`src/design/fpa_pkg.sv`:
```
package fpa_pkg;

   localparam int FRAC_BITS     = 8;
   localparam int WORD_BITS     = 32;
   localparam int OPER_BITS     = 32;
   localparam int SAT_BITS      = (WORD_BITS < OPER_BITS) ? WORD_BITS : OPER_BITS;
   localparam int NUM_BITS      = OPER_BITS + FRAC_BITS;
   localparam int PROD_BITS     = 2 * OPER_BITS;
   localparam int WIDE_BITS     = PROD_BITS + 2;
   localparam int MODE_BITS     = 4;
   localparam int REQ_DATA_BITS = 2 * OPER_BITS;
   localparam int RSP_DATA_BITS = ((OPER_BITS + 5 + 7) / 8) * 8;
   localparam int RSP_PAD_BITS  = RSP_DATA_BITS - OPER_BITS - 5;

   localparam logic signed [WIDE_BITS-1:0] ONE_W = WIDE_BITS'(1);
   localparam logic [PROD_BITS-1:0] HALF_LSB = PROD_BITS'(1) << (FRAC_BITS - 1);

   typedef enum logic [MODE_BITS-1:0] {
      MODE_ADD = 4'd0,
      MODE_SUB = 4'd1,
      MODE_MUL = 4'd2,
      MODE_DIV = 4'd3,
      MODE_MIN = 4'd4,
      MODE_MAX = 4'd5,
      MODE_INC = 4'd6,
      MODE_DEC = 4'd7,
      MODE_I2F = 4'd8,
      MODE_F2I = 4'd9
   } mode_type;

   // per-item payload that rides along the divider row
   typedef struct packed {
      logic [MODE_BITS-1:0]        mode;
      logic [OPER_BITS-1:0]        pre_res;
      logic                        pre_ovf;
      logic                        lt;
      logic                        gt;
      logic                        eq;
      logic                        dz;
      logic signed [PROD_BITS-1:0] prod;
      logic                        neg;
      logic [OPER_BITS-1:0]        dsr;
   } carry_type;

   // partial remainder and dividend bits turning into quotient bits
   typedef struct packed {
      logic [OPER_BITS-1:0] rem;
      logic [NUM_BITS-1:0]  nq;
   } div_type;

   typedef struct packed {
      logic [OPER_BITS-1:0] val;
      logic                 ovf;
   } sat_type;

   function automatic sat_type sat_fn(input logic signed [WIDE_BITS-1:0] v);
      logic signed [WIDE_BITS-1:0] maxv;
      logic signed [WIDE_BITS-1:0] minv;
      sat_type s;
      maxv = $signed({{(WIDE_BITS-SAT_BITS+1){1'b0}}, {(SAT_BITS-1){1'b1}}});
      minv = ~maxv;
      if (v > maxv) begin
         s.val = maxv[OPER_BITS-1:0];
         s.ovf = 1'b1;
      end else if (v < minv) begin
         s.val = minv[OPER_BITS-1:0];
         s.ovf = 1'b1;
      end else begin
         s.val = v[OPER_BITS-1:0];
         s.ovf = 1'b0;
      end
      return s;
   endfunction

endpackage

```
`src/design/fpa_cell.sv`:
```
module fpa_cell (
   input  logic               clock,
   input  logic               reset,
   input  logic               adv,
   input  logic               in_valid,
   input  fpa_pkg::carry_type in_carry,
   input  fpa_pkg::div_type   in_div,
   output logic               out_valid,
   output fpa_pkg::carry_type out_carry,
   output fpa_pkg::div_type   out_div
);
   import fpa_pkg::*;

   logic                 valid_ff;
   carry_type            carry_ff;
   div_type              div_ff, div_in;
   logic [OPER_BITS:0]   shifted;
   logic [OPER_BITS+1:0] diff;

   // one restoring step: bring down a dividend bit, try to subtract
   always_comb begin
      shifted = {in_div.rem, in_div.nq[NUM_BITS-1]};
      diff    = {1'b0, shifted} - {2'b00, in_carry.dsr};
      if (!diff[OPER_BITS+1]) begin
         div_in.rem = diff[OPER_BITS-1:0];
         div_in.nq  = {in_div.nq[NUM_BITS-2:0], 1'b1};
      end else begin
         div_in.rem = shifted[OPER_BITS-1:0];
         div_in.nq  = {in_div.nq[NUM_BITS-2:0], 1'b0};
      end
   end

   always_ff @(posedge clock) begin
      if (reset) begin
         valid_ff <= 1'b0;
      end else if (adv) begin
         valid_ff <= in_valid;
      end
      if (adv) begin
         carry_ff <= in_carry;
         div_ff   <= div_in;
      end
   end

   assign out_valid = valid_ff;
   assign out_carry = carry_ff;
   assign out_div   = div_ff;
endmodule

```
`config.mk`:
```
export PLATFORM = sky130hd
export DESIGN_NAME = fpa_cell
export DESIGN_NICKNAME = d
export VERILOG_FILES = /design/src/design/fpa_pkg.sv /design/src/design/fpa_cell.sv
export SDC_FILE = /design/constraint.sdc
export NUM_CORES = 1
export LEC_CHECK = 0
export BUFFER_PORTS_ARGS = -buffer_cell sky130_fd_sc_hd__buf_2
export CAP_MARGIN = 25
export CORE_AREA = 2 2 166 168
export DETAILED_ROUTE_END_ITERATION = 10
export DIE_AREA = 0 0 168 170
export PLACE_DENSITY = 0.64
export SLEW_MARGIN = 0
export SYNTH_ARGS = -nofsm -noshare
export SYNTH_HDL_FRONTEND = slang
export SYNTH_SLANG_ARGS = --single-unit
export TNS_END_PERCENT = 10
```
`constraint.sdc`:
```
create_clock -name clock -period 7 [get_ports clock]
set_input_delay 0 -clock clock [delete_from_list [all_inputs] [get_ports clock]]
set_output_delay 0 -clock clock [all_outputs]
set_load 0.01 [all_outputs]
```
==> results.json <==
{
  "num_io_pins": 425,
  "crit_chain": "dlygate4sd3_1, buf_2, inv_1, ha_1, inv_1, fa_1, a211oi_1, o211a_1, o31ai_2, a221o_1, a2111oi_4, o21bai_2, xor2_1, mux2_4",
  "yosys_warnings": 0,
  "synth_cells": 532,
  "drtIter0Drc": 475,
  "fin_skew_ps": 0,
  "setup_viol": 0,
  "vias_per_cell": 4.741,
  "tns_ps": 0,
  "holdCritPathClass": "primary input to register",
  "p_leak_nw": 6.125,
  "setup_ws_ps": 3803,
  "cts_resized": 0,
  "overflow": 0,
  "initial_utilization_pct": 32.46,
  "p_seq_share_pct": 45.6,
  "clkLatencyLatePin_ps": 510,
  "drt-total-wl_mm": 31.77,
  "track_usage_pct": 21.03,
  "status": "completed",
  "synth_top_area_share_pct": 72.91,
  "drv_slew": 0,
  "final_net_count": 1435,
  "synth-seq-cells": 211,
  "synthFlopType": "edfxtp_1",
  "rows": 60,
  "fin_crit_ps": 3197,
  "design.core.area_mm2": 0.02665,
  "rsz0062_at_grt": "false",
  "worst_ir_drop_vdd_uv": 155.6,
  "syn_nets": 779,
  "required_ps": 7270,
  "placedCellCount": 1292,
  "syn_to_final_growth_pct": 62.74,
  "numCtsBuffers": 24,
  "antenna_found_initial": 5,
  "htreeDepth": 1,
  "dieArea_mm2": 0.02856,
  "endpoint_kind": "register",
  "critPathSlowestCell": "dlygate4sd3_1",
  "antenna_left": 0,
  "final_cell_count_no_fill": 1548,
  "gp_congestion": 0.8634,
  "wl_per_cell_um": 20.53,
  "met1_usage_pct": 25.38,
  "cts-root-buf": "clkbuf_16",
  "drc": 0,
  "firstDrtPassIters": 5,
  "cts_tree": "yes",
  "postCtsSetupBuffers": 0,
  "fmax_ghz": 0.3128,
  "dp_slack_ps": 3823,
  "timing.hold.ws_ps": 90.47,
  "sw_frac_of_total_pct": 25.48,
  "synth.distinct_cells": 59,
  "cp_data_arrival_time_ps": 3470,
  "cpLargestDelayFamily": "compound AO/OA/AOI/OAI gates",
  "period_share_pct": 45.67,
  "synth_edf_count": 210,
  "syn_area_mm2": 0.008650,
  "io_buffers": 424,
  "utilization_pct": 52.82,
  "synth_area_leader_cell": "edfxtp_1",
  "cts.path.max_buffers": 3,
  "p_clk_share_pct": 36.1,
  "comb_power_share_pct": 18.3,
  "grt_use_met2_pct": 35.95,
  "synth_async_sr_flop_share_pct": 0,
  "max_stage_delay_ps": 550,
  "criticalPathCategory": "primary input to register",
  "use_met3_pct": 5.047,
  "grt_first_pass_wirelength_mm": 45.69,
  "grt_max_degree": 136,
  "cp-start-kind": "primary input",
  "hpwl_mm": 21.65,
  "grt_pass1_vias": 7443,
  "seq_area_frac_synth_pct": 73.14,
  "power_density_mw_per_mm2": 243.1,
  "drive_gt1_share_pct": 39.42,
  "die_y_um": 170,
  "crit_path_max_fanout": 4,
  "cts.sinks": 211,
  "final-hold-violation-count": 0,
  "cts_hold_buffers": 210,
  "yosys-top-cells-area": "edfxtp_1 (73%), ha_1 (4.6%), mux2_1 (3.4%)",
  "final_common_cell": "buf_2",
  "p_switching_mw": 0.8716,
  "grt.busiest_layer": "met2",
  "avgSynthCellArea_um2": 16.26,
  "final_cell_mix": "buf_2 (423), dlygate4sd3_1 (210), edfxtp_1 (210)",
  "num_vias": 7339,
  "crit_top_cell": "inv_1",
  "clk_pin_slew_ps": 70,
  "fp.dieW_um": 168,
  "drv_cap": 0,
  "fillers": 2187,
  "p_int_mw": 2.550,
  "crit_buf_inv": 4,
  "slew_headroom_pct": 30.17,
  "worstMarginPinSlew_ps": 1047
}
[layer usage]
metal	part of all wire [%]	up-vias
li1	-	3354
met1	40	3552
met2	49	352
met3	7.2	79
met4	4.5	2
met5	0.041	-
[sequential cells by signal, summed over array words and instances, names as in the netlist]
| signal | count |
|---|---|
| out_carry | 138 |
| out_div | 72 |
| out_valid | 1 |
[final timing paths]
path                                       end  startpoint  cells after the start  slack [ps]
worst max-delay path               out_div[66]  in_div[39]                     14        3800
worst min-delay path            out_carry[108]         adv                      1          90
worst max register to register       out_valid   out_valid                      3        5820
worst min register to register       out_valid   out_valid                      3        1080
[power by group through the flow]
stage	sequential (mW)	clock (mW)	combinational (mW)
after floorplan	1.65	0	0.187
after global placement	1.58	0	0.515
after detailed placement	1.58	0	0.520
after CTS	1.56	1.27	0.621
after global routing	1.57	1.32	0.671
final	1.56	1.24	0.626
[stage by stage]
| stage | power (mW) | area [um2] |
|---|---|---|
| floorplan | 1.836 | 8650 |
| global placement | 2.097 | 11180 |
| detailed placement | 2.102 | 11180 |
| CTS | 3.447 | 14040 |
| global route | 3.557 | 14070 |
| finish | 3.421 | 14080 |
[Yosys cell counts, types with 2 or more instances]
cell	instances
edfxtp_1	210
o21ai_0	11
mux2i_1	5
a31oi_1	4
nand2b_1	3
xor2_1	9
nor2b_1	4
nand2_1	26
nor4_1	2
nand4_1	3
ha_1	32
a211oi_1	4
buf_6	2
o31ai_2	2
o21bai_1	5
a21o_1	9
o21a_1	4
o21ai_1	4
clkbuf_1	2
inv_1	40
mux2_1	26
nor2_1	16
a21oi_1	27
and2_1	4
o211ai_1	4
or3_1	2
o31ai_1	4
or2_2	2
a21boi_0	2
nand3_1	5
and3_1	10
nor3_1	7
xnor2_1	15
buf_2	2
[cell families after synthesis]
family / share of synthesized area, %
DFF: 73.14
buffers and inverters: 2.286
adders and majority gates: 4.860
AOI/OAI and AO/OA: 8.246
xor gates and xnor gates: 2.430
muxes: 4.267
and+or+nand+nor: 4.773
[layout make-up]
type                       count  area, um2  area share [%]
sequential                   211       6326           44.94
timing repair buffer         637       4277           30.38
multi-input combinational    274       2126           15.10
clock buffer                  30      644.4           4.578
tap                          341      426.7           3.031
inverter                      40      150.1           1.067
clock inverter                13      121.4          0.8622
antenna                        2      5.005         0.03556
(Power assumes the default switching activity.)
