<file path="src/design/fpa_pkg.sv">
package fpa_pkg;

   localparam int FRAC_BITS     = 8;
   localparam int WORD_BITS     = 32;
   localparam int OPER_BITS     = 32;
   localparam int SAT_BITS      = (WORD_BITS < OPER_BITS) ? WORD_BITS : OPER_BITS;
   localparam int NUM_BITS      = OPER_BITS + FRAC_BITS;
   localparam int PROD_BITS     = 2 * OPER_BITS;
   localparam int WIDE_BITS     = PROD_BITS + 2;
   localparam int MODE_BITS     = 4;
   localparam int REQ_DATA_BITS = 2 * OPER_BITS;
   localparam int RSP_DATA_BITS = ((OPER_BITS + 5 + 7) / 8) * 8;
   localparam int RSP_PAD_BITS  = RSP_DATA_BITS - OPER_BITS - 5;

   localparam logic signed [WIDE_BITS-1:0] ONE_W = WIDE_BITS'(1);
   localparam logic [PROD_BITS-1:0] HALF_LSB = PROD_BITS'(1) << (FRAC_BITS - 1);

   typedef enum logic [MODE_BITS-1:0] {
      MODE_ADD = 4'd0,
      MODE_SUB = 4'd1,
      MODE_MUL = 4'd2,
      MODE_DIV = 4'd3,
      MODE_MIN = 4'd4,
      MODE_MAX = 4'd5,
      MODE_INC = 4'd6,
      MODE_DEC = 4'd7,
      MODE_I2F = 4'd8,
      MODE_F2I = 4'd9
   } mode_type;

   // per-item payload that rides along the divider row
   typedef struct packed {
      logic [MODE_BITS-1:0]        mode;
      logic [OPER_BITS-1:0]        pre_res;
      logic                        pre_ovf;
      logic                        lt;
      logic                        gt;
      logic                        eq;
      logic                        dz;
      logic signed [PROD_BITS-1:0] prod;
      logic                        neg;
      logic [OPER_BITS-1:0]        dsr;
   } carry_type;

   // partial remainder and dividend bits turning into quotient bits
   typedef struct packed {
      logic [OPER_BITS-1:0] rem;
      logic [NUM_BITS-1:0]  nq;
   } div_type;

   typedef struct packed {
      logic [OPER_BITS-1:0] val;
      logic                 ovf;
   } sat_type;

   function automatic sat_type sat_fn(input logic signed [WIDE_BITS-1:0] v);
      logic signed [WIDE_BITS-1:0] maxv;
      logic signed [WIDE_BITS-1:0] minv;
      sat_type s;
      maxv = $signed({{(WIDE_BITS-SAT_BITS+1){1'b0}}, {(SAT_BITS-1){1'b1}}});
      minv = ~maxv;
      if (v > maxv) begin
         s.val = maxv[OPER_BITS-1:0];
         s.ovf = 1'b1;
      end else if (v < minv) begin
         s.val = minv[OPER_BITS-1:0];
         s.ovf = 1'b1;
      end else begin
         s.val = v[OPER_BITS-1:0];
         s.ovf = 1'b0;
      end
      return s;
   endfunction

endpackage

</file>
<file path="src/design/fpa_back.sv">
module fpa_back (
   input  logic                              clock,
   input  logic                              reset,
   input  logic                              in_valid,
   input  fpa_pkg::carry_type                in_carry,
   input  fpa_pkg::div_type                  in_div,
   input  logic                              rsp_tready,
   output logic                              adv,
   output logic                              rsp_tvalid,
   output logic [fpa_pkg::RSP_DATA_BITS-1:0] rsp_tdata
);
   import fpa_pkg::*;

   logic                          valid_ff;
   logic [RSP_DATA_BITS-1:0]      data_ff, data_in;
   logic [PROD_BITS-1:0]          pmag, pround;
   logic signed [WIDE_BITS-1:0]   wmul, wdiv;
   logic [NUM_BITS:0]             qr;
   logic                          rnd;
   sat_type                       smul, sdiv;
   logic [OPER_BITS-1:0]          res;
   logic                          ovf;

   assign adv = !valid_ff || rsp_tready;

   always_comb begin
      // multiply: round magnitude half away from zero
      pmag   = in_carry.prod[PROD_BITS-1] ? PROD_BITS'(-in_carry.prod) : in_carry.prod;
      pround = (pmag + HALF_LSB) >> FRAC_BITS;
      wmul   = $signed(WIDE_BITS'(pround));
      if (in_carry.neg) wmul = -wmul;
      smul   = sat_fn(wmul);

      // divide: round up when remainder is at least half the divisor
      rnd  = {in_div.rem, 1'b0} >= {1'b0, in_carry.dsr};
      qr   = {1'b0, in_div.nq} + (NUM_BITS+1)'(rnd);
      wdiv = $signed(WIDE_BITS'(qr));
      if (in_carry.neg) wdiv = -wdiv;
      sdiv = sat_fn(wdiv);

      case (in_carry.mode)
         MODE_MUL: begin
            res = smul.val;
            ovf = smul.ovf;
         end
         MODE_DIV: begin
            res = in_carry.dz ? '0 : sdiv.val;
            ovf = in_carry.dz ? 1'b0 : sdiv.ovf;
         end
         default: begin
            res = in_carry.pre_res;
            ovf = in_carry.pre_ovf;
         end
      endcase

      data_in = {{RSP_PAD_BITS{1'b0}}, ovf, in_carry.dz, in_carry.eq,
                 in_carry.gt, in_carry.lt, res};
   end

   always_ff @(posedge clock) begin
      if (reset) begin
         valid_ff <= 1'b0;
      end else if (adv) begin
         valid_ff <= in_valid;
      end
      if (adv) begin
         data_ff <= data_in;
      end
   end

   assign rsp_tvalid = valid_ff;
   assign rsp_tdata  = data_ff;
endmodule

</file>
<file path="config.mk">
export PLATFORM = sky130hd
export DESIGN_NAME = fpa_back
export DESIGN_NICKNAME = d
export VERILOG_FILES = /design/src/design/fpa_pkg.sv /design/src/design/fpa_back.sv
export SDC_FILE = /design/constraint.sdc
export NUM_CORES = 1
export LEC_CHECK = 0
export BUFFER_PORTS_ARGS = -buffer_cell sky130_fd_sc_hd__buf_2
export CAP_MARGIN = 20
export CORE_MARGIN = 1.5
export CORE_UTILIZATION = 45
export DETAILED_ROUTE_END_ITERATION = 16
export GPL_TIMING_DRIVEN = 0
export PLACE_DENSITY = 0.71
export SYNTH_ARGS = -nofsm -noshare
export SYNTH_HDL_FRONTEND = slang
export SYNTH_SLANG_ARGS = --single-unit
</file>
<file path="constraint.sdc">
create_clock -name clock -period 10.86 [get_ports clock]
set_input_delay 3.258 -clock clock [delete_from_list [all_inputs] [get_ports clock]]
set_output_delay 3.258 -clock clock [all_outputs]
set_load 0.01 [all_outputs]
</file>
==> qor.yml <==
clock_network:
  cts-root-buf: "clkbuf_16"
  cts.clk_slew.worst_paths_ns: 0.06
  clock_latency_ns: 0.28
  clock-sinks: 38
  clockBufferDepth: 2
  holdBufCountCts: 0
  cts_tree: "built"
  numCtsBuffers: 5
  htree_num_levels: 2
finish:
  antenna_cells: 0
  fin_nets: 2020
  drive_gt1_share_pct: 20.3
  stdcell_count: 2095
  fin_util_pct: 53.1
  area_growth_syn_to_layout_pct: 15.8
grt:
  grt_antenna_before_repair: 0
  grt_pass1_vias: 12015
  grt_usage_pct: 30.1
  grt_first_pass_wirelength_um: 64000
  grt_max_degree: 40
  grt_remaining_overflow: 0
floorplanning:
  die_area_um2: 25700
  ios: 256
  rows: 57
  dieWidth_um: 160
  fp.dieH_um: 160
  core_um2: 24300
  initial_core_util_pct: 45.9
hold_path:
  hp-class: "reg2reg"
  min-delay-start: "rsp_tvalid"
setup_path:
  setup.worst_path.start_class: "primary input"
  critPathMaxFanout: 10
  startpoint: "in_carry[1]"
  slowest_stage: "o31ai_1"
  critPathBufInv: 4
  end_kind: "register"
  crit_family: "simple AND/OR/NAND/NOR gates"
  path_class: "in2reg"
  r2r_start: "rsp_tvalid"
  critPathArrivalTime_ns: 10.40
  worstPathRequired_ns: 10.87
  slowest_delay_ns: 0.49
sta:
  finalHoldViolations: 0
  slew_violations: 0
  fin_skew_ns: 0.00389
  setup_viol: 0
  period_minus_slack_ns: 10.39
  setup_tns_ns: 0
  worst_slew_pin_slew_ns: 1.06
  fmax_mhz: 96.2
  min_period_over_period_pct: 95.7
  maxSlewHeadroom_pct: 28.6
synthesis:
  ys.flop_type: "edfxtp_1"
  ys_warn_count: 0
  synth_seq_area_share_pct: 10.1
  syn_area_per_cell_um2: 7.28
  synthTopCellsByArea: "xnor2_1, edfxtp_1, xor2_1, nand2_1, ha_1"
  yosys.area.top_type: "xnor2_1"
  synthTopCellsByCount: "xnor2_1, nand2_1, nor2_1"
  syn_area_um2: 11200
  synth_edf_count: 37
  postSynthCellCount: 1533
  synth_top_area_share_pct: 10.5
  synthArstFlopShare_pct: 0
  yosysMostFrequentCell: "xnor2_1"
  synth-seq-cells: 38
  synth_cell_types: 103
placed_design:
  post-dp-hpwl_um: 33200
  numPortBuffers: 230
  dp_cells: 2089
  gp_congestion: 0.993
drt:
  ant_nets: 0
  routed_wl_um: 40600
  vias: 13423
  drc: 0
  avgRoutedWirePerCell_um: 19.4
  drtIter0Drc: 1590
  via_per_inst: 6.41
  dr.pass1.iters: 8
power:
  power.density_nw_per_um2: 60.1
  power_leakage_nw: 4.66
  vdd_drop_max_mv: 0.0510
run_status:
  status: "completed"
job:
  maxCapViolCount: 0
## state kept, by name (all words and copies together) (netlist names)
signal,flops
rsp_tdata,37
rsp_tvalid,1
## cell type report
type	instances	area (um^2)
Timing Repair Buffer	231	1160
Buffer	84	400
Clock buffer	7	143
Fill cell	2460	11400
Multi-Input combinational cell	1355	9470
Tap cell	324	405
Sequential cell	38	1130
Clock inverter	1	5.00
Inverter	55	206
## layout by cell type (no fill, tap or decap), types with 17 or more instances in the layout
cell type / synthesis / layout
clkbuf_1: 48 / 44
nor2_1: 94 / 94
a21oi_1: 60 / 60
xor2_1: 79 / 79
nand4_1: 44 / 44
nand2_1: 122 / 122
ha_1: 36 / 36
o31ai_1: 34 / 34
nand2b_1: 33 / 32
o21ai_0: 63 / 63
and2_1: 19 / 19
edfxtp_1: 37 / 37
inv_1: 54 / 54
buf_2: 23 / 253
or4_1: 21 / 21
xnor2_1: 134 / 134
o41ai_1: 17 / 17
a31oi_1: 23 / 23
nor4_1: 49 / 47
nand3_1: 70 / 70
or3_1: 29 / 29
nor3_1: 67 / 65
o211ai_1: 25 / 25
and3_1: 25 / 25
a22oi_1: 39 / 39
## layer usage
layer  share of wire [%]  track usage [%]
met1                  44             42.3
met2                  44             49.1
met3                 8.9             2.53
met4                 2.5             8.79
met5                   0                0
## cells by family (layout without fill, tap and decap cells)
group | count (synthesis) | in the layout | synth area share [%]
simple gates | 688 | 688 | 35.4
mux | 12 | 12 | 1.09
other cells | 1 | 3 | 0.0336
buf+inv | 142 | 378 | 5.47
flops | 38 | 38 | 10.1
fa+ha+maj | 36 | 36 | 4.04
xor+xnor | 217 | 217 | 17.4
compound gates | 399 | 399 | 26.4
## power by group
group | switching (mW) | total (mW) | leakage [nW] | internal [mW]
combinational | 0.274 | 0.445 | 4.19 | 0.171
clock | 0.0558 | 0.147 | 0.0739 | 0.0910
sequential | 0.00672 | 0.184 | 0.395 | 0.178
total | 0.337 | 0.776 | 4.66 | 0.439
## per-stage QoR
stage	instance area, um^2	setup WS, ns	hold slack (ns)	power, mW
floorplan	11200	1.03	1.46	0.469
global placement	12700	-1.08	1.66	0.613
detailed placement	12700	-1.03	1.17	0.620
CTS	12900	0.00857	1.18	0.768
global route	12900	-0.0688	1.29	0.823
finish	12900	0.468	1.19	0.776
## final timing paths
kind,slack [ns],to,cells after the start
hold / removal,1.19,rsp_tvalid,2
setup reg to reg,9.46,rsp_tdata[35],1
setup / recovery,0.47,rsp_tdata[11],35
hold reg to reg,1.19,rsp_tvalid,2
## repair_timing
item / CTS / global route
setup endpoints to repair: 32 / 32
pin swaps: 0 / 1
setup buffers: 0 / 1
gates resized for setup: 3 / 12
Power figures use the tool's default switching activity.
