--- config.mk ---
export PLATFORM = sky130hd
export DESIGN_NAME = fpa_front
export DESIGN_NICKNAME = d
export VERILOG_FILES = /design/src/design/fpa_pkg.sv /design/src/design/fpa_front.sv
export SDC_FILE = /design/constraint.sdc
export NUM_CORES = 2
export LEC_CHECK = 0
export BUFFER_PORTS_ARGS = -buffer_cell sky130_fd_sc_hd__buf_2
export CAP_MARGIN = 10
export CORE_MARGIN = 1
export CORE_UTILIZATION = 38
export DETAILED_ROUTE_END_ITERATION = 8
export HOLD_SLACK_MARGIN = 0.02
export PLACE_DENSITY_LB_ADDON = 0.2
export SLEW_MARGIN = 20
export SYNTH_ARGS = -nofsm -noshare
export SYNTH_HDL_FRONTEND = slang
export SYNTH_SLANG_ARGS = --single-unit
--- constraint.sdc ---
create_clock -name clock -period 8.83 [get_ports clock]
set_input_delay 0.883 -clock clock [delete_from_list [all_inputs] [get_ports clock]]
set_output_delay 0.883 -clock clock [all_outputs]
set_load 0.05 [all_outputs]
--- src/design/fpa_pkg.sv ---
package fpa_pkg;

   localparam int FRAC_BITS     = 8;
   localparam int WORD_BITS     = 32;
   localparam int OPER_BITS     = 32;
   localparam int SAT_BITS      = (WORD_BITS < OPER_BITS) ? WORD_BITS : OPER_BITS;
   localparam int NUM_BITS      = OPER_BITS + FRAC_BITS;
   localparam int PROD_BITS     = 2 * OPER_BITS;
   localparam int WIDE_BITS     = PROD_BITS + 2;
   localparam int MODE_BITS     = 4;
   localparam int REQ_DATA_BITS = 2 * OPER_BITS;
   localparam int RSP_DATA_BITS = ((OPER_BITS + 5 + 7) / 8) * 8;
   localparam int RSP_PAD_BITS  = RSP_DATA_BITS - OPER_BITS - 5;

   localparam logic signed [WIDE_BITS-1:0] ONE_W = WIDE_BITS'(1);
   localparam logic [PROD_BITS-1:0] HALF_LSB = PROD_BITS'(1) << (FRAC_BITS - 1);

   typedef enum logic [MODE_BITS-1:0] {
      MODE_ADD = 4'd0,
      MODE_SUB = 4'd1,
      MODE_MUL = 4'd2,
      MODE_DIV = 4'd3,
      MODE_MIN = 4'd4,
      MODE_MAX = 4'd5,
      MODE_INC = 4'd6,
      MODE_DEC = 4'd7,
      MODE_I2F = 4'd8,
      MODE_F2I = 4'd9
   } mode_type;

   // per-item payload that rides along the divider row
   typedef struct packed {
      logic [MODE_BITS-1:0]        mode;
      logic [OPER_BITS-1:0]        pre_res;
      logic                        pre_ovf;
      logic                        lt;
      logic                        gt;
      logic                        eq;
      logic                        dz;
      logic signed [PROD_BITS-1:0] prod;
      logic                        neg;
      logic [OPER_BITS-1:0]        dsr;
   } carry_type;

   // partial remainder and dividend bits turning into quotient bits
   typedef struct packed {
      logic [OPER_BITS-1:0] rem;
      logic [NUM_BITS-1:0]  nq;
   } div_type;

   typedef struct packed {
      logic [OPER_BITS-1:0] val;
      logic                 ovf;
   } sat_type;

   function automatic sat_type sat_fn(input logic signed [WIDE_BITS-1:0] v);
      logic signed [WIDE_BITS-1:0] maxv;
      logic signed [WIDE_BITS-1:0] minv;
      sat_type s;
      maxv = $signed({{(WIDE_BITS-SAT_BITS+1){1'b0}}, {(SAT_BITS-1){1'b1}}});
      minv = ~maxv;
      if (v > maxv) begin
         s.val = maxv[OPER_BITS-1:0];
         s.ovf = 1'b1;
      end else if (v < minv) begin
         s.val = minv[OPER_BITS-1:0];
         s.ovf = 1'b1;
      end else begin
         s.val = v[OPER_BITS-1:0];
         s.ovf = 1'b0;
      end
      return s;
   endfunction

endpackage

--- src/design/fpa_front.sv ---
module fpa_front (
   input  logic                          clock,
   input  logic                          reset,
   input  logic                          adv,
   input  logic                          in_valid,
   input  logic [fpa_pkg::MODE_BITS-1:0] mode,
   input  logic [fpa_pkg::OPER_BITS-1:0] operand_a,
   input  logic [fpa_pkg::OPER_BITS-1:0] operand_b,
   output logic                          out_valid,
   output fpa_pkg::carry_type            out_carry,
   output fpa_pkg::div_type              out_div
);
   import fpa_pkg::*;

   logic                         valid_ff;
   carry_type                    carry_ff, carry_in;
   div_type                      div_ff, div_in;
   logic signed [WIDE_BITS-1:0]  wa, wb, pick;
   logic signed [OPER_BITS-1:0]  sa, sb;
   logic signed [PROD_BITS-1:0]  prod;
   logic [OPER_BITS-1:0]         amag;
   sat_type                      s;

   assign sa = $signed(operand_a);
   assign sb = $signed(operand_b);
   assign wa = WIDE_BITS'(sa);
   assign wb = WIDE_BITS'(sb);
   assign prod = sa * sb;
   assign amag = operand_a[OPER_BITS-1] ? OPER_BITS'(-operand_a) : operand_a;

   always_comb begin
      pick = '0;
      case (mode)
         MODE_ADD: pick = wa + wb;
         MODE_SUB: pick = wa - wb;
         MODE_MIN: pick = (wa < wb) ? wa : wb;
         MODE_MAX: pick = (wa > wb) ? wa : wb;
         MODE_INC: pick = wa + ONE_W;
         MODE_DEC: pick = wa - ONE_W;
         MODE_I2F: pick = wa <<< FRAC_BITS;
         MODE_F2I: pick = wa >>> FRAC_BITS;
         default:  pick = '0;
      endcase
      s = sat_fn(pick);

      carry_in.mode    = mode;
      carry_in.pre_res = s.val;
      carry_in.pre_ovf = s.ovf;
      carry_in.lt      = sa < sb;
      carry_in.gt      = sa > sb;
      carry_in.eq      = sa == sb;
      carry_in.dz      = (mode == MODE_DIV) && (operand_b == '0);
      carry_in.prod    = prod;
      carry_in.neg     = operand_a[OPER_BITS-1] ^ operand_b[OPER_BITS-1];
      carry_in.dsr     = operand_b[OPER_BITS-1] ? OPER_BITS'(-operand_b) : operand_b;
      div_in.rem       = '0;
      div_in.nq        = {amag, {FRAC_BITS{1'b0}}};
   end

   always_ff @(posedge clock) begin
      if (reset) begin
         valid_ff <= 1'b0;
      end else if (adv) begin
         valid_ff <= in_valid;
      end
      if (adv) begin
         carry_ff <= carry_in;
         div_ff   <= div_in;
      end
   end

   assign out_valid = valid_ff;
   assign out_carry = carry_ff;
   assign out_div   = div_ff;
endmodule

==> results.md <==
* Fin Hold WS at 484 ps
* Final HPWL DP at around 140 mm
* Final Hold Fails at 0
* Cell with the most instances after synthesis: fa_1
* Vias per cell at 5.16
* Post-Place Setup Slack at -630 ps
* Area of the core at approximately 0.13 mm2
* Die ar. at 0.130 mm2
* Wire per inst at roughly 23 um
* CP max stage delay at 540 ps
* Mapped Cells at 5198
* Vias post-DR at 37900
* Most used DFF post-synth: edfxtp_1
* Async S/R FF share, synth at 0%
* Period utilization at 95.7%
* Sequential element share of the synthesized area at a little over a tenth
* Final WS setup at between 300 and 400 ps
* Congestion Overflow GR at 0
* Post-CTS setup buffers at 0
* Num Clock Sinks at 171
* Initial DRC count at 2820
* CTS Buffer Depth at 2
* Placer congestion estimate at 0.947
* Yosys warns at 0
* Synthesized area at a little under 0.05 mm2
* Cts bufs inserted at 17
* Synth area leaders: fa_1 (44%), edfxtp_1 (10%), inv_1 (7.7%), ha_1 (6.4%), and2_1 (5.6%)
* RSZ-0062 raised after global routing: no
* # port buffers at about 240
* Crit. End Element: flip-flop
* Initial Util at between 30% and 40%
* Clock Tree Root: clkbuf_16
* DR pass1 iterations at 6
* DRT antenna net count at 0
* Status: finished clean
* Post-synth top cells: fa_1 (1084), inv_1 (1009), nand2_1 (578), and2_1 (434), clkbuf_1 (255)
* CP Launch Type: input pin
* # Max-Cap Violations at 0
* Share of cells above drive strength 1 at 15.8%
* CTS tree: done
* Library cells used by synthesis at 99
* Fin nets at 7072
* Final Setup Violations at 0
* # fillers at roughly 13000
* Worst path required time at just over 9000 ps
* First-pass GRT wire length at 257 mm
* Vias in the first global route at 40600
* Clk_lat worst skew at 550 ps
* Largest net degree at the start of global routing at 107
* FP Rows at between 100 and 150
* Relative slew slack at roughly a third
* Post-synth EDFFs at 170
* Synth top area share at 44.4%
* Worst clock skew at 0 ps
* Max Slew Vio Count at 0
* DRC at 0
* HP Class: input pin to flip-flop
* Area Growth Syn to Fin at 13.6%
* CP max-delay cell: fa_1
* Routed WL at 168 mm
* IO Pins at 283
* All-Layer GR Usage at 26.6%
* Crit path kind: input pin to flip-flop
* Worst path most repeated cell: fa_1
* Fmax at 0.118 GHz
* Synth Register Bits at 171
* Least-Margin Pin Slew at 978 ps
* CP arrival at roughly 9000 ps
* Die span in x at 361 um
* Final min period at 8450 ps
* H-tree depth at 4
* Register area at 0.00512 mm2
* Antenna violations before repair at 19
* Area of the multi-input gates at 0.0385 mm2
* Die height at 361 um
* Syn avg cell area at 9.41 um2
* Reg clk slew, reported paths at 80 ps
* Area leader, netlist: fa_1
* Critical-path maximum fanout at 12
==> cells by family (layout without fill, tap and decap cells) <==
kind of cell / after synthesis / in the layout / share of synthesized area [%]
and+or+nand+nor: 1450 / 1450 / 14.4
adders and majority gates: 1336 / 1336 / 50.8
DFF: 171 / 171 / 10.5
other: 1 / 49 / 0.00767
buffers and inverters: 1380 / 1820 / 11.3
muxes: 85 / 85 / 1.80
xor gates and xnor gates: 189 / 189 / 3.39
AOI/OAI and AO/OA: 586 / 586 / 7.86
==> what timing repair did <==
action	4_1_cts	5_1_grt
setup endpoints to repair	2	9
pin swaps	0	1
gates resized for setup	1	24
hold buffers	0	0
cloned	0	0
==> area by class of cell <==
| cell class | count | share of cell area [%] |
|---|---|---|
| antenna | 9 | 0.0406 |
| multi-input combinational | 3686 | 69.3 |
| sequential | 171 | 9.23 |
| tap | 1662 | 3.74 |
| clock buffer | 19 | 0.816 |
| timing repair buffer | 768 | 9.69 |
| clock inverter | 13 | 0.259 |
| inverter | 1020 | 6.91 |
==> cell usage in the layout, fill, tap and decap left out, types with 7 or more instances in the layout <==
cell       count
o41ai_1        7
or3_1         13
a211oi_1      12
buf_12        15
a31oi_1       20
o21ai_2       30
buf_2        234
ha_1         252
nand2_1      578
o21bai_1      27
a221oi_1       8
nand4_1       17
nor2_1       221
o221ai_1      26
buf_4        510
mux2_2        12
nand2b_1      26
o21a_1        11
mux2i_1       72
nor4_1        17
xor2_1        39
xnor2_1      150
and3_1        16
nand3_1       37
nor2b_1       13
o31ai_1       22
fa_1        1081
o21ai_1       17
inv_1       1007
a21oi_1      196
clkbuf_16     17
edfxtp_1     170
a21o_1        51
nor3_1        38
o21ai_0       77
and2_1       434
diode_2        9
o22ai_1        8
conb_1        40
==> per-stage QoR <==
step | TNS [ps] | instance area (um2) | utilization, % | instances
3_3_place_gp | -4060 | 54800 | 42.9 | 7307
4_1_cts | 0 | 55400 | 43.4 | 7339
5_1_grt | 0 | 55500 | 43.5 | 7348
3_5_place_dp | -4390 | 54800 | 42.9 | 7307
6_report | 0 | 55500 | 43.5 | 7348
2_1_floorplan | 0 | 49100 | - | 5237
==> flip-flops by register name, summed over array words and instances, names as in the netlist <==
signal / count
out_carry: 138
out_div: 32
out_valid: 1
==> critical path: cells and delay by family <==
kind | cells | cell delay [ps]
simple gates | 2 | 140
fa+ha+maj | 9 | 4180
compound gates | 11 | 1910
buf+inv | 9 | 1450
xor+xnor | 1 | 150
==> per-layer routing <==
layer / part of all wire, % / global-route usage (%)
met5: 0.023 / 0
met3: 5.7 / 3.45
met4: 5.2 / 12.6
met2: 49 / 44.6
met1: 40 / 34.0
==> final timing paths <==
check        slack, ps  cells after the start              startpoint                       to
max reg2reg       8230                      2  out_valid$_SDFFE_PP0P_   out_valid$_SDFFE_PP0P_
max                380                     32            operand_a[9]  out_carry[95]$_DFFE_PP_
min                480                      2                   reset   out_valid$_SDFFE_PP0P_
min reg2reg        520                      2  out_valid$_SDFFE_PP0P_   out_valid$_SDFFE_PP0P_
Power is left out: the tool's default activity adds up to more than one toggle a clock period on the data nets, which glitch-free logic cannot reach.
